===== src/rtl/core/hff_pkg.sv =====
`timescale 1ns / 1ps

package hff_pkg;

	localparam int FracW = 24;
	localparam int LzW   = 5;
	localparam int BexpW = 10;

	localparam logic [6:0] ExpDenormLo = 7'd27;
	localparam logic [6:0] ExpDenormHi = 7'd32;
	localparam logic [8:0] DenormShiftBase = 9'd130;
	localparam logic signed [BexpW-1:0] Rebias = 10'sd130;
	localparam logic signed [BexpW-1:0] BexpMax = 10'sd254;
	localparam logic signed [BexpW-1:0] BexpMin = 10'sd1;

	typedef enum logic [1:0] {
		KIND_ZERO   = 2'd0,
		KIND_UNDER  = 2'd1,
		KIND_DENORM = 2'd2,
		KIND_NORMAL = 2'd3
	} kind_t;

	typedef enum logic [1:0] {
		ST_OK    = 2'd0,
		ST_UNDER = 2'd1,
		ST_OVER  = 2'd2
	} status_t;

	typedef struct packed {
		logic             sign;
		kind_t            kind;
		logic [6:0]       expo;
		logic [FracW-1:0] frac;
		logic [LzW-1:0]   lz;
		logic [LzW-1:0]   rsh_m1;
	} dec_t;

	typedef struct packed {
		logic                    sign;
		kind_t                   kind;
		logic signed [BexpW-1:0] bexp;
		logic [FracW-1:0]        mant;
		logic                    rnd;
	} aln_t;

	typedef struct packed {
		logic [31:0] word;
		status_t     status;
	} res_t;

endpackage


===== src/rtl/core/hff_decode.sv =====
`timescale 1ns / 1ps

module hff_decode (
	input  logic                clk,
	input  logic                en,
	input  logic [31:0]         word,
	output hff_pkg::dec_t       dec_s1
);

	hff_pkg::dec_t  dec_d;
	logic [8:0]     rsh_full;

	always_comb begin
		dec_d.sign = word[31];
		dec_d.expo = word[30:24];
		dec_d.frac = word[23:0];
		dec_d.lz   = '0;
		for (int i = 0; i < hff_pkg::FracW; i++) begin
			if (word[i]) begin
				dec_d.lz = hff_pkg::LzW'(hff_pkg::FracW - 1 - i);
			end
		end
		rsh_full = hff_pkg::DenormShiftBase - {word[30:24], 2'b00};
		dec_d.rsh_m1 = rsh_full[hff_pkg::LzW-1:0];
		if (word[23:0] == '0) begin
			dec_d.kind = hff_pkg::KIND_ZERO;
		end else if (word[30:24] <= hff_pkg::ExpDenormHi) begin
			if (word[30:24] < hff_pkg::ExpDenormLo) begin
				dec_d.kind = hff_pkg::KIND_UNDER;
			end else begin
				dec_d.kind = hff_pkg::KIND_DENORM;
			end
		end else begin
			dec_d.kind = hff_pkg::KIND_NORMAL;
		end
	end

	always_ff @(posedge clk) begin
		if (en) begin
			dec_s1 <= dec_d;
		end
	end

endmodule


===== src/rtl/core/hff_align.sv =====
`timescale 1ns / 1ps

module hff_align (
	input  logic                clk,
	input  logic                en,
	input  hff_pkg::dec_t       dec,
	output hff_pkg::aln_t       aln_s2
);

	hff_pkg::aln_t               aln_d;
	logic [hff_pkg::FracW-1:0]   lsh;
	logic [hff_pkg::FracW-1:0]   rsh;

	always_comb begin
		lsh = dec.frac << dec.lz;
		rsh = dec.frac >> dec.rsh_m1;
		aln_d.sign = dec.sign;
		aln_d.kind = dec.kind;
		aln_d.bexp = $signed({1'b0, dec.expo, 2'b00}) - hff_pkg::Rebias
			- $signed({{(hff_pkg::BexpW-hff_pkg::LzW){1'b0}}, dec.lz});
		if (dec.kind == hff_pkg::KIND_DENORM) begin
			aln_d.mant = {1'b0, rsh[hff_pkg::FracW-1:1]};
			aln_d.rnd  = rsh[0];
		end else begin
			aln_d.mant = {1'b0, lsh[hff_pkg::FracW-2:0]};
			aln_d.rnd  = 1'b0;
		end
	end

	always_ff @(posedge clk) begin
		if (en) begin
			aln_s2 <= aln_d;
		end
	end

endmodule


===== src/rtl/core/hff_pack.sv =====
`timescale 1ns / 1ps

module hff_pack (
	input  logic                clk,
	input  logic                en,
	input  hff_pkg::aln_t       aln,
	output hff_pkg::res_t       res_s3
);

	hff_pkg::res_t res_d;

	always_comb begin
		res_d.word   = '0;
		res_d.status = hff_pkg::ST_OK;
		unique case (aln.kind)
			hff_pkg::KIND_ZERO: begin
				res_d.word = '0;
			end
			hff_pkg::KIND_UNDER: begin
				res_d.status = hff_pkg::ST_UNDER;
			end
			hff_pkg::KIND_DENORM: begin
				res_d.word = {aln.sign, 31'b0} + {8'b0, aln.mant} + {31'b0, aln.rnd};
			end
			hff_pkg::KIND_NORMAL: begin
				if (aln.bexp < hff_pkg::BexpMin) begin
					res_d.status = hff_pkg::ST_UNDER;
				end else if (aln.bexp > hff_pkg::BexpMax) begin
					res_d.status = hff_pkg::ST_OVER;
				end else begin
					res_d.word = {aln.sign, aln.bexp[7:0], aln.mant[22:0]};
				end
			end
			default: begin
				res_d.word = '0;
			end
		endcase
	end

	always_ff @(posedge clk) begin
		if (en) begin
			res_s3 <= res_d;
		end
	end

endmodule


===== src/rtl/core/hex_float_to_binary_float.sv =====
`timescale 1ns / 1ps
// channel  | handshake             | payload
// ---------+-----------------------+------------------------------------------
// hex in   | hex_valid, hex_stall  | hex_float_word[31:0]
// bin out  | bin_valid, bin_stall  | binary_float_word[31:0], conversion_status[1:0]
//
// three register stages: decode and leading-zero count, shift, round and pack
// one word per cycle while bin_stall is low; bin_valid is the pack stage valid bit
// arst_n clears the stage valid bits only, payload registers are not reset
// a stall on the output holds the last stage and backs up stage by stage,
// empty stages keep filling until the pipe is full, then hex_stall rises

module hex_float_to_binary_float (
	input  logic        clk,
	input  logic        arst_n,
	input  logic        hex_valid,
	output logic        hex_stall,
	input  logic [31:0] hex_float_word,
	output logic        bin_valid,
	input  logic        bin_stall,
	output logic [31:0] binary_float_word,
	output logic [1:0]  conversion_status
);

	hff_pkg::dec_t dec_s1;
	hff_pkg::aln_t aln_s2;
	hff_pkg::res_t res_s3;
	logic          v_s1;
	logic          v_s2;
	logic          v_s3;
	logic          adv1;
	logic          adv2;
	logic          adv3;

	assign adv3      = !v_s3 || !bin_stall;
	assign adv2      = !v_s2 || adv3;
	assign adv1      = !v_s1 || adv2;
	assign hex_stall = !adv1;

	always_ff @(posedge clk or negedge arst_n) begin
		if (!arst_n) begin
			v_s1 <= 1'b0;
			v_s2 <= 1'b0;
			v_s3 <= 1'b0;
		end else begin
			if (adv1) begin
				v_s1 <= hex_valid;
			end
			if (adv2) begin
				v_s2 <= v_s1;
			end
			if (adv3) begin
				v_s3 <= v_s2;
			end
		end
	end

	hff_decode u_decode (
		.clk    (clk),
		.en     (adv1),
		.word   (hex_float_word),
		.dec_s1 (dec_s1)
	);

	hff_align u_align (
		.clk    (clk),
		.en     (adv2),
		.dec    (dec_s1),
		.aln_s2 (aln_s2)
	);

	hff_pack u_pack (
		.clk    (clk),
		.en     (adv3),
		.aln    (aln_s2),
		.res_s3 (res_s3)
	);

	assign bin_valid         = v_s3;
	assign binary_float_word = res_s3.word;
	assign conversion_status = res_s3.status;

	a_err_zero_word: assert property (@(posedge clk) disable iff (!arst_n)
		bin_valid && (conversion_status != hff_pkg::ST_OK) |-> binary_float_word == 32'd0)
		else $error("error status with nonzero word");

	a_status_code: assert property (@(posedge clk) disable iff (!arst_n)
		bin_valid |-> (conversion_status == hff_pkg::ST_OK)
			|| (conversion_status == hff_pkg::ST_UNDER)
			|| (conversion_status == hff_pkg::ST_OVER))
		else $error("undefined status code");

	a_accept_fills: assert property (@(posedge clk) disable iff (!arst_n)
		hex_valid && !hex_stall |=> v_s1)
		else $error("accepted word not captured");

	a_full_stalls: assert property (@(posedge clk) disable iff (!arst_n)
		v_s1 && v_s2 && v_s3 && bin_stall |-> hex_stall)
		else $error("full pipeline took a word");

endmodule


===== config.mk =====
export PLATFORM = sky130hd
export DESIGN_NAME = hex_float_to_binary_float
export DESIGN_NICKNAME = d
export VERILOG_FILES = /design/src/rtl/core/hff_pkg.sv /design/src/rtl/core/hff_decode.sv /design/src/rtl/core/hff_align.sv /design/src/rtl/core/hff_pack.sv /design/src/rtl/core/hex_float_to_binary_float.sv
export SDC_FILE = /design/constraint.sdc
export NUM_CORES = 1
export LEC_CHECK = 0
export ABC_CLOCK_PERIOD_IN_PS = 3800
export BUFFER_PORTS_ARGS = -buffer_cell sky130_fd_sc_hd__buf_2
export CELL_PAD_IN_SITES_DETAIL_PLACEMENT = 0
export CELL_PAD_IN_SITES_GLOBAL_PLACEMENT = 1
export CORE_MARGIN = 3
export CORE_UTILIZATION = 40
export CTS_CLUSTER_DIAMETER = 60
export DETAILED_ROUTE_END_ITERATION = 10
export GPL_TIMING_DRIVEN = 0
export PLACE_DENSITY = 0.77
export SLEW_MARGIN = 15
export SYNTH_ARGS = -nofsm -noshare
export SYNTH_HDL_FRONTEND = slang
export SYNTH_SLANG_ARGS = --single-unit
export TNS_END_PERCENT = 30

===== constraint.sdc =====
create_clock -name clk -period 3.8 [get_ports clk]
set_input_delay 0.38 -clock clk [delete_from_list [all_inputs] [get_ports clk]]
set_output_delay 0.38 -clock clk [all_outputs]
set_load 0.05 [all_outputs]

==> results.py, run 1 <==
metrics = {
    "pwr": {
        "p_leak_nw": 3.051,
        "p_sw_mw": 1.335,
        "powerDensity_nw_per_um2": 561.9,
        "finalPower_mw": 4.468,
        "netSwitchingFraction_pct": 29.89,
        "p_clk_share_pct": 38.1,
        "intPower_mw": 3.133,
        "sequentialPowerShare_pct": 40.4,
        "ir_drop_mv": 0.3136,
        "combPwrFrac_pct": 21.6,
    },
    "sta": {
        "fin_skew_ns": 0.006058,
        "final.period_utilization_pct": 79.28,
        "slew_headroom_pct": 45.14,
        "finalCriticalPeriod_ns": 3.012,
        "fin_ws_ns": 0.7875,
        "fmax_mhz": 332.0,
        "setup_tns_ns": 0,
        "setup_violations": 0,
        "rsz0062_at_grt": "no",
        "slew_violations": 0,
        "worst_pin_slew_ns": 0.8205,
        "whs_ns": 0.1463,
        "hold_violations": 0,
    },
    "drt": {
        "ant_nets": 0,
        "initialDrtViolationCount": 475,
        "routed_wl_mm": 16.37,
        "vias": 5108,
        "drc": 0,
        "avgRoutedWirePerCell_um": 17.87,
        "avgViaCountPerCell": 5.576,
        "drt_first_pass_iters": 5,
    },
    "yosys": {
        "synthArstFlopShare_pct": 2.609,
        "syn_area_um2": 6619,
        "syn_nets": 644,
        "syn_avg_cell_area_um2": 11.16,
        "ys_seq_area_share_pct": 51.95,
        "synth_seq_cells": 115,
        "yosys.cell_types.count": 63,
        "synthCells": 593,
        "yosys_warnings": 0,
        "ys.flop_type": "edfxtp_1",
        "synth_edf_count": 112,
    },
    "clocking": {
        "clock-root-buffer": "clkbuf_16",
        "cts_buffers": 17,
        "clockBufferDepth": 2,
        "htree_levels": 4,
        "clock_latency_ns": 0.41,
        "clk_pin_slew_ns": 0.05,
        "tritoncts": "yes",
        "post_cts_buffers": 0,
        "clkSinkCount": 115,
    },
    "floorplan": {
        "num_rows": 46,
        "start_util_pct": 41.22,
        "die_y_um": 134.6,
        "ios": 72,
        "dieArea_um2": 18130,
        "dieWidth_um": 134.6,
        "core_area_um2": 16060,
    },
    "final_layout": {
        "diodes": 0,
        "layout_common_cells": "edfxtp_1 (112), buf_2 (78), nand2_1 (52)",
        "drive_gt1_share_pct": 22.71,
        "nets": 738,
        "layout_commonest_cell": "edfxtp_1",
        "n_fill_cell": 1434,
        "multi_input_area_um2": 2959,
        "syn_to_final_growth_pct": 20.15,
        "regArea_um2": 3438,
    },
    "worst_setup_path": {
        "crit_type": "reg -> reg",
        "worstSetupStartpointType": "register",
        "cp-end-kind": "register",
        "required_ns": 3.95,
        "arrival_ns": 3.17,
        "cp_max_fo": 10,
    },
    "placement": {
        "routabilityCongestion": 0.9432,
        "pre_cts_ws_ns": 0.7763,
        "hpwl_mm": 12.71,
        "portBuffers": 71,
    },
    "grt": {
        "grt-ovfl-total": 0,
        "grt_first_pass_wirelength_mm": 26.70,
        "grt_use_total_pct": 18.90,
        "grt_pass1_vias": 5119,
        "grt_max_degree": 36,
        "antenna_found_initial": 0,
    },
    "job": {
        "maxCapViolCount": 0,
    },
    "hold_path": {
        "hold_path.class": "in -> reg",
    },
    "run_status": {
        "status": "completed",
    },
}
## synth_stat cells (all sizes together) (8+ instances only)
cell type	number	area, um^2
a22oi	9	67.56
nor4	8	71.32
nor3	11	60.06
mux2i	30	304.0
buf	9	61.30
nor2b	9	56.30
xor2	8	70.07
a21oi	26	130.1
nand4	10	77.57
edfxtp	112	3363
inv	27	101.3
o22ai	17	106.4
o21ai	30	150.1
nand2	53	198.9
nand3	23	115.1
nand2b	10	62.56
ha	14	175.2
mux2	25	281.5
clkbuf	17	66.31
nor2	45	168.9
## layout make-up
type                            count  share of cell area (%)
Tap cell                          216                   3.398
Buffer                             26                   1.605
Sequential cell                   115                   43.23
Timing Repair Buffer               75                   5.176
Multi-Input combinational cell    425                   37.21
Inverter                           27                   1.274
Clock inverter                     12                   2.234
Clock buffer                       20                   5.868
## worst max-delay path, stage by stage (launching register included)
cell	delay, ns
edfxtp_1	0.32
clkbuf_1	0.47
buf_2	0.34
inv_1	0.16
ha_1	0.37
inv_1	0.06
ha_1	0.27
a21o_1	0.16
a21oi_1	0.22
o21bai_1	0.11
a21oi_1	0.18
xor2_1	0.10
## cells by family after synthesis
| group | Yosys count | synth area share [%] |
|---|---|---|
| buffers and inverters | 53 | 3.459 |
| flip-flops | 115 | 51.95 |
| XOR/XNOR | 14 | 1.853 |
| AND/OR/NAND/NOR | 199 | 15.37 |
| multiplexers | 61 | 10.89 |
| AO/OA/AOI/OAI | 136 | 13.53 |
| adder cells (fa/ha/maj) | 15 | 2.949 |
## worst paths after layout
| path | from | endpoint | slack, ns | cells after the start |
|---|---|---|---|---|
| max | u_decode.dec_s1[34]$_DFFE_PN_ | u_align.aln_s2[33]$_DFFE_PP_ | 0.79 | 11 |
| min | hex_float_word[31] | u_decode.dec_s1[43]$_DFFE_PN_ | 0.15 | 1 |
| max reg2reg | u_decode.dec_s1[34]$_DFFE_PN_ | u_align.aln_s2[33]$_DFFE_PP_ | 0.79 | 11 |
| min reg2reg | u_decode.dec_s1[43]$_DFFE_PN_ | u_align.aln_s2[37]$_DFFE_PP_ | 0.43 | 0 |
| max in group asynchronous | arst_n | v_s2$_DFFE_PN0P_ | 3.39 | 2 |
| min in group asynchronous | arst_n | bin_valid$_DFFE_PN0P_ | 0.31 | 2 |
## repair_timing
action                    4_1_cts  5_1_grt
hold buffers                    1        0
hold endpoints to repair        3        0
gates resized for setup         0        0
## routing by layer
metal	up-vias	global-route usage [%]	wire (um)
met1	2385	24.28	7275
li1	2462	-	-
met3	49	3.912	856
met5	-	0	0
met4	0	9.163	588
met2	212	30.60	7649
## through the flow
stage | util (%) | cells | area [um^2]
global placement | 45.11 | 880 | 7244
global route | 49.52 | 916 | 7953
CTS | 49.52 | 916 | 7953
detailed placement | 45.45 | 883 | 7298
finish | 49.52 | 916 | 7953
floorplan | - | 593 | 6619
## flip-flops by register name (all words and copies together), names as in the netlist
name	count
v_s2	1
u_pack.res_s3	34
u_decode.dec_s1	41
u_align.aln_s2	37
bin_valid	1
v_s1	1
## power by group through the flow
| stage | Clock (mW) | Sequential (mW) | Combinational [mW] |
|---|---|---|---|
| 2_1_floorplan | 0 | 1.96 | 0.531 |
| 3_3_place_gp | 0 | 1.82 | 0.943 |
| 3_5_place_dp | 0 | 1.82 | 0.956 |
| 4_1_cts | 1.73 | 1.80 | 0.960 |
| 5_1_grt | 1.80 | 1.83 | 1.04 |
| 6_report | 1.70 | 1.80 | 0.964 |
Power figures use the tool's default switching activity.
==> run 2: changes to the inputs <==
--- a/config.mk
+++ b/config.mk
@@ -5,7 +5,8 @@
 export SDC_FILE = /design/constraint.sdc
 export NUM_CORES = 1
 export LEC_CHECK = 0
-export ABC_CLOCK_PERIOD_IN_PS = 3800
+export ABC_AREA = 1
+export ABC_CLOCK_PERIOD_IN_PS = 3100
 export BUFFER_PORTS_ARGS = -buffer_cell sky130_fd_sc_hd__buf_2
 export CELL_PAD_IN_SITES_DETAIL_PLACEMENT = 0
 export CELL_PAD_IN_SITES_GLOBAL_PLACEMENT = 1
@@ -14,7 +15,7 @@
 export CTS_CLUSTER_DIAMETER = 60
 export DETAILED_ROUTE_END_ITERATION = 10
 export GPL_TIMING_DRIVEN = 0
-export PLACE_DENSITY = 0.77
+export PLACE_DENSITY = 0.79
 export SLEW_MARGIN = 15
 export SYNTH_ARGS = -nofsm -noshare
 export SYNTH_HDL_FRONTEND = slang
==> constraint.sdc (replaced) <==
create_clock -name clk -period 3.1 [get_ports clk]
set_input_delay 0.31 -clock clk [delete_from_list [all_inputs] [get_ports clk]]
set_output_delay 0.31 -clock clk [all_outputs]
set_load 0.05 [all_outputs]
==> results.py, run 2 <==
metrics = {
    "yosys": {
        "syn_avg_cell_area_um2": 8.854,
        "synthArstFlopShare_pct": 2.609,
        "syn_nets": 795,
        "synth_seq_cells": 115,
        "syn_area_um2": 6588,
        "ys_seq_area_share_pct": 52.19,
        "synth_edf_count": 112,
        "synth.most_common_cell": "nand2_1",
        "yosys.area.top_type_share_pct": 51.05,
        "ys.flop_type": "edfxtp_1",
        "synth_top_area_cell": "edfxtp_1",
        "yosys.cell_types.count": 52,
        "yosys_warnings": 0,
        "synthCells": 744,
        "synth_common_cells": "nand2_1 (164), edfxtp_1 (112), inv_1 (109)",
        "ys_top_cells_by_area": "edfxtp_1 (51%), nand2_1 (9.3%), o21ai_0 (6.5%)",
    },
    "grt": {
        "antenna_found_initial": 0,
        "grt_pass1_vias": 4882,
        "grt_use_total_pct": 17.98,
        "grt_first_pass_wirelength_mm": 25.21,
        "grt_max_degree": 42,
        "grt-ovfl-total": 0,
    },
    "drt": {
        "ant_nets": 0,
        "initialDrtViolationCount": 343,
        "routed_wl_mm": 16.12,
        "avgRoutedWirePerCell_um": 15.12,
        "vias": 5378,
        "drc": 0,
        "drt_first_pass_iters": 5,
        "avgViaCountPerCell": 5.045,
    },
    "final_layout": {
        "largest_reg_flops": 41,
        "multi_input_area_um2": 2631,
        "final_core_util_pct": 49.12,
        "layout_common_cells": "nand2_1 (163), edfxtp_1 (112), inv_1 (107)",
        "largest_register": "u_decode.dec_s1",
        "reg_top3": "u_decode.dec_s1 (41), u_align.aln_s2 (37), u_pack.res_s3 (34)",
        "syn_to_final_growth_pct": 19.30,
        "layout_commonest_cell": "nand2_1",
        "regArea_um2": 3440,
        "diodes": 0,
        "layout.cells.non_filler": 1066,
        "nets": 888,
        "drive_gt1_share_pct": 15.76,
        "n_fill_cell": 1532,
    },
    "worst_setup_path": {
        "required_ns": 3.25,
        "cp-end-kind": "register",
        "arrival_ns": 3.09,
        "crit_chain": "clkbuf_1 > inv_1 > clkbuf_1 > ha_1 > inv_1 > fa_1 > nand3b_1 > and2_1 > o21ai_0 > a211oi_1",
        "worstSetupStartpointType": "register",
        "reg2reg_slack_ns": 0.15,
        "crit_type": "reg -> reg",
        "critPathTopFamily": "buffers and inverters",
        "cp_num_buf_inv": 4,
        "slowest_stage": "clkbuf_1",
        "cp_max_fo": 10,
        "cp_slowest_stage_delay_ns": 0.43,
    },
    "floorplan": {
        "dieArea_um2": 18040,
        "dieWidth_um": 134.3,
        "ios": 72,
        "start_util_pct": 41.17,
        "num_rows": 46,
        "core_area_um2": 16000,
        "die_y_um": 134.3,
    },
    "pwr": {
        "powerDensity_nw_per_um2": 678.0,
        "p_leak_nw": 3.397,
        "ir_drop_mv": 0.3708,
    },
    "sta": {
        "slew_headroom_pct": 44.17,
        "fmax_mhz": 339.3,
        "hold_violations": 0,
        "whs_ns": 0.08064,
        "worst_pin_slew_ns": 0.8329,
        "finalCriticalPeriod_ns": 2.948,
        "slew_violations": 0,
        "rsz0062_at_grt": "yes",
        "fin_skew_ns": 0.007254,
        "final.period_utilization_pct": 95.09,
        "setup_violations": 0,
    },
    "job": {
        "maxCapViolCount": 0,
    },
    "clocking": {
        "clkSinkCount": 115,
        "clock_latency_ns": 0.41,
        "clock-root-buffer": "clkbuf_16",
        "cts_buffers": 17,
        "tritoncts": "yes",
        "htree_levels": 4,
        "clk_pin_slew_ns": 0.05,
        "clockBufferDepth": 2,
    },
    "hold_path": {
        "hold_path.class": "in -> reg",
    },
    "run_status": {
        "status": "completed",
    },
    "placement": {
        "hpwl_mm": 12.52,
        "place_inst": 1031,
        "routabilityCongestion": 0.9050,
        "portBuffers": 71,
    },
}
## run 2: changes by cell type after synthesis, sizes merged, moves of 10 or more
cell | before | now
nand2 | 53 | 168
inv | 27 | 112
o21ai | 30 | 85
mux2i | 30 | 2
mux2 | 25 | 0
nor2 | 45 | 62
o22ai | 17 | 3
nand2b | 10 | 0
## run 2: report_power, final
group	internal, mW	switching (mW)	total (mW)
sequential	2.02	0.147	2.16
combinational	0.346	0.896	1.24
clock	1.27	0.649	1.92
total	3.64	1.69	5.33
## run 2: timing repair
item,in CTS,in global routing
hold endpoints to repair,3,0
hold buffers,1,0
endpoints found under the setup margin,0,45
resized for setup,0,2
setup buffers,0,0
## run 2: path summary, 6_finish.rpt
check | start | depth (start not counted) | end
setup / recovery | u_decode.dec_s1[5]$_SDFFCE_PP0N_ | 10 | u_align.aln_s2[34]$_DFFE_PP_
hold / removal | hex_float_word[31] | 1 | u_decode.dec_s1[43]$_DFFE_PN_
setup reg to reg | u_decode.dec_s1[5]$_SDFFCE_PP0N_ | 10 | u_align.aln_s2[34]$_DFFE_PP_
hold reg to reg | u_decode.dec_s1[43]$_DFFE_PN_ | 0 | u_align.aln_s2[37]$_DFFE_PP_
max in group asynchronous | arst_n | 2 | bin_valid$_DFFE_PN0P_
min in group asynchronous | arst_n | 2 | v_s1$_DFFE_PN0N_
## run 2: cells by family after synthesis
family          Yosys count  synth area share, %
fa+ha+maj                15                2.963
simple gates            290                19.53
xor+xnor                  7               0.9307
mux                       2               0.3039
flops                   115                52.19
compound gates          174                15.82
buf+inv                 141                8.262
## run 2: layer usage
layer  global-route usage (%)  share of wire, %  up-vias
met3                    3.638               5.6       38
met2                    28.38                46      206
met4                    9.389               3.6        0
met5                        0                 0        -
li1                         -                 -     2749
met1                    23.47                44     2385
## run 2: final cells by class
type / instances / area share, %
sequential: 115 / 43.77
buffer: 26 / 1.449
timing repair inverter: 2 / 0.1592
multi-input combinational: 488 / 33.48
timing repair buffer: 72 / 4.649
inverter: 115 / 5.588
clock buffer: 21 / 5.732
clock inverter: 11 / 1.735
tap: 216 / 3.439
## run 2: stage by stage
stage | area (um^2) | TNS [ns] | setup slack (ns) | power [mW]
global placement | 7248 | 0 | 0.07413 | 3.415
CTS | 7845 | 0 | 0.0007128 | 5.345
detailed placement | 7248 | -3.034 | -0.07904 | 3.417
finish | 7859 | 0 | 0.1523 | 5.328
global route | 7859 | -0.07763 | -0.04460 | 5.593
floorplan | 6623 | 0 | 0.02185 | 3.058
## run 2: worst register-to-register path: stages (launching register included)
cell and delay (ns):
edfxtp_1 0.41, clkbuf_1 0.23, inv_1 0.17, clkbuf_1 0.43
ha_1 0.23, inv_1 0.06, fa_1 0.41, nand3b_1 0.17
and2_1 0.17, o21ai_0 0.28, a211oi_1 0.12
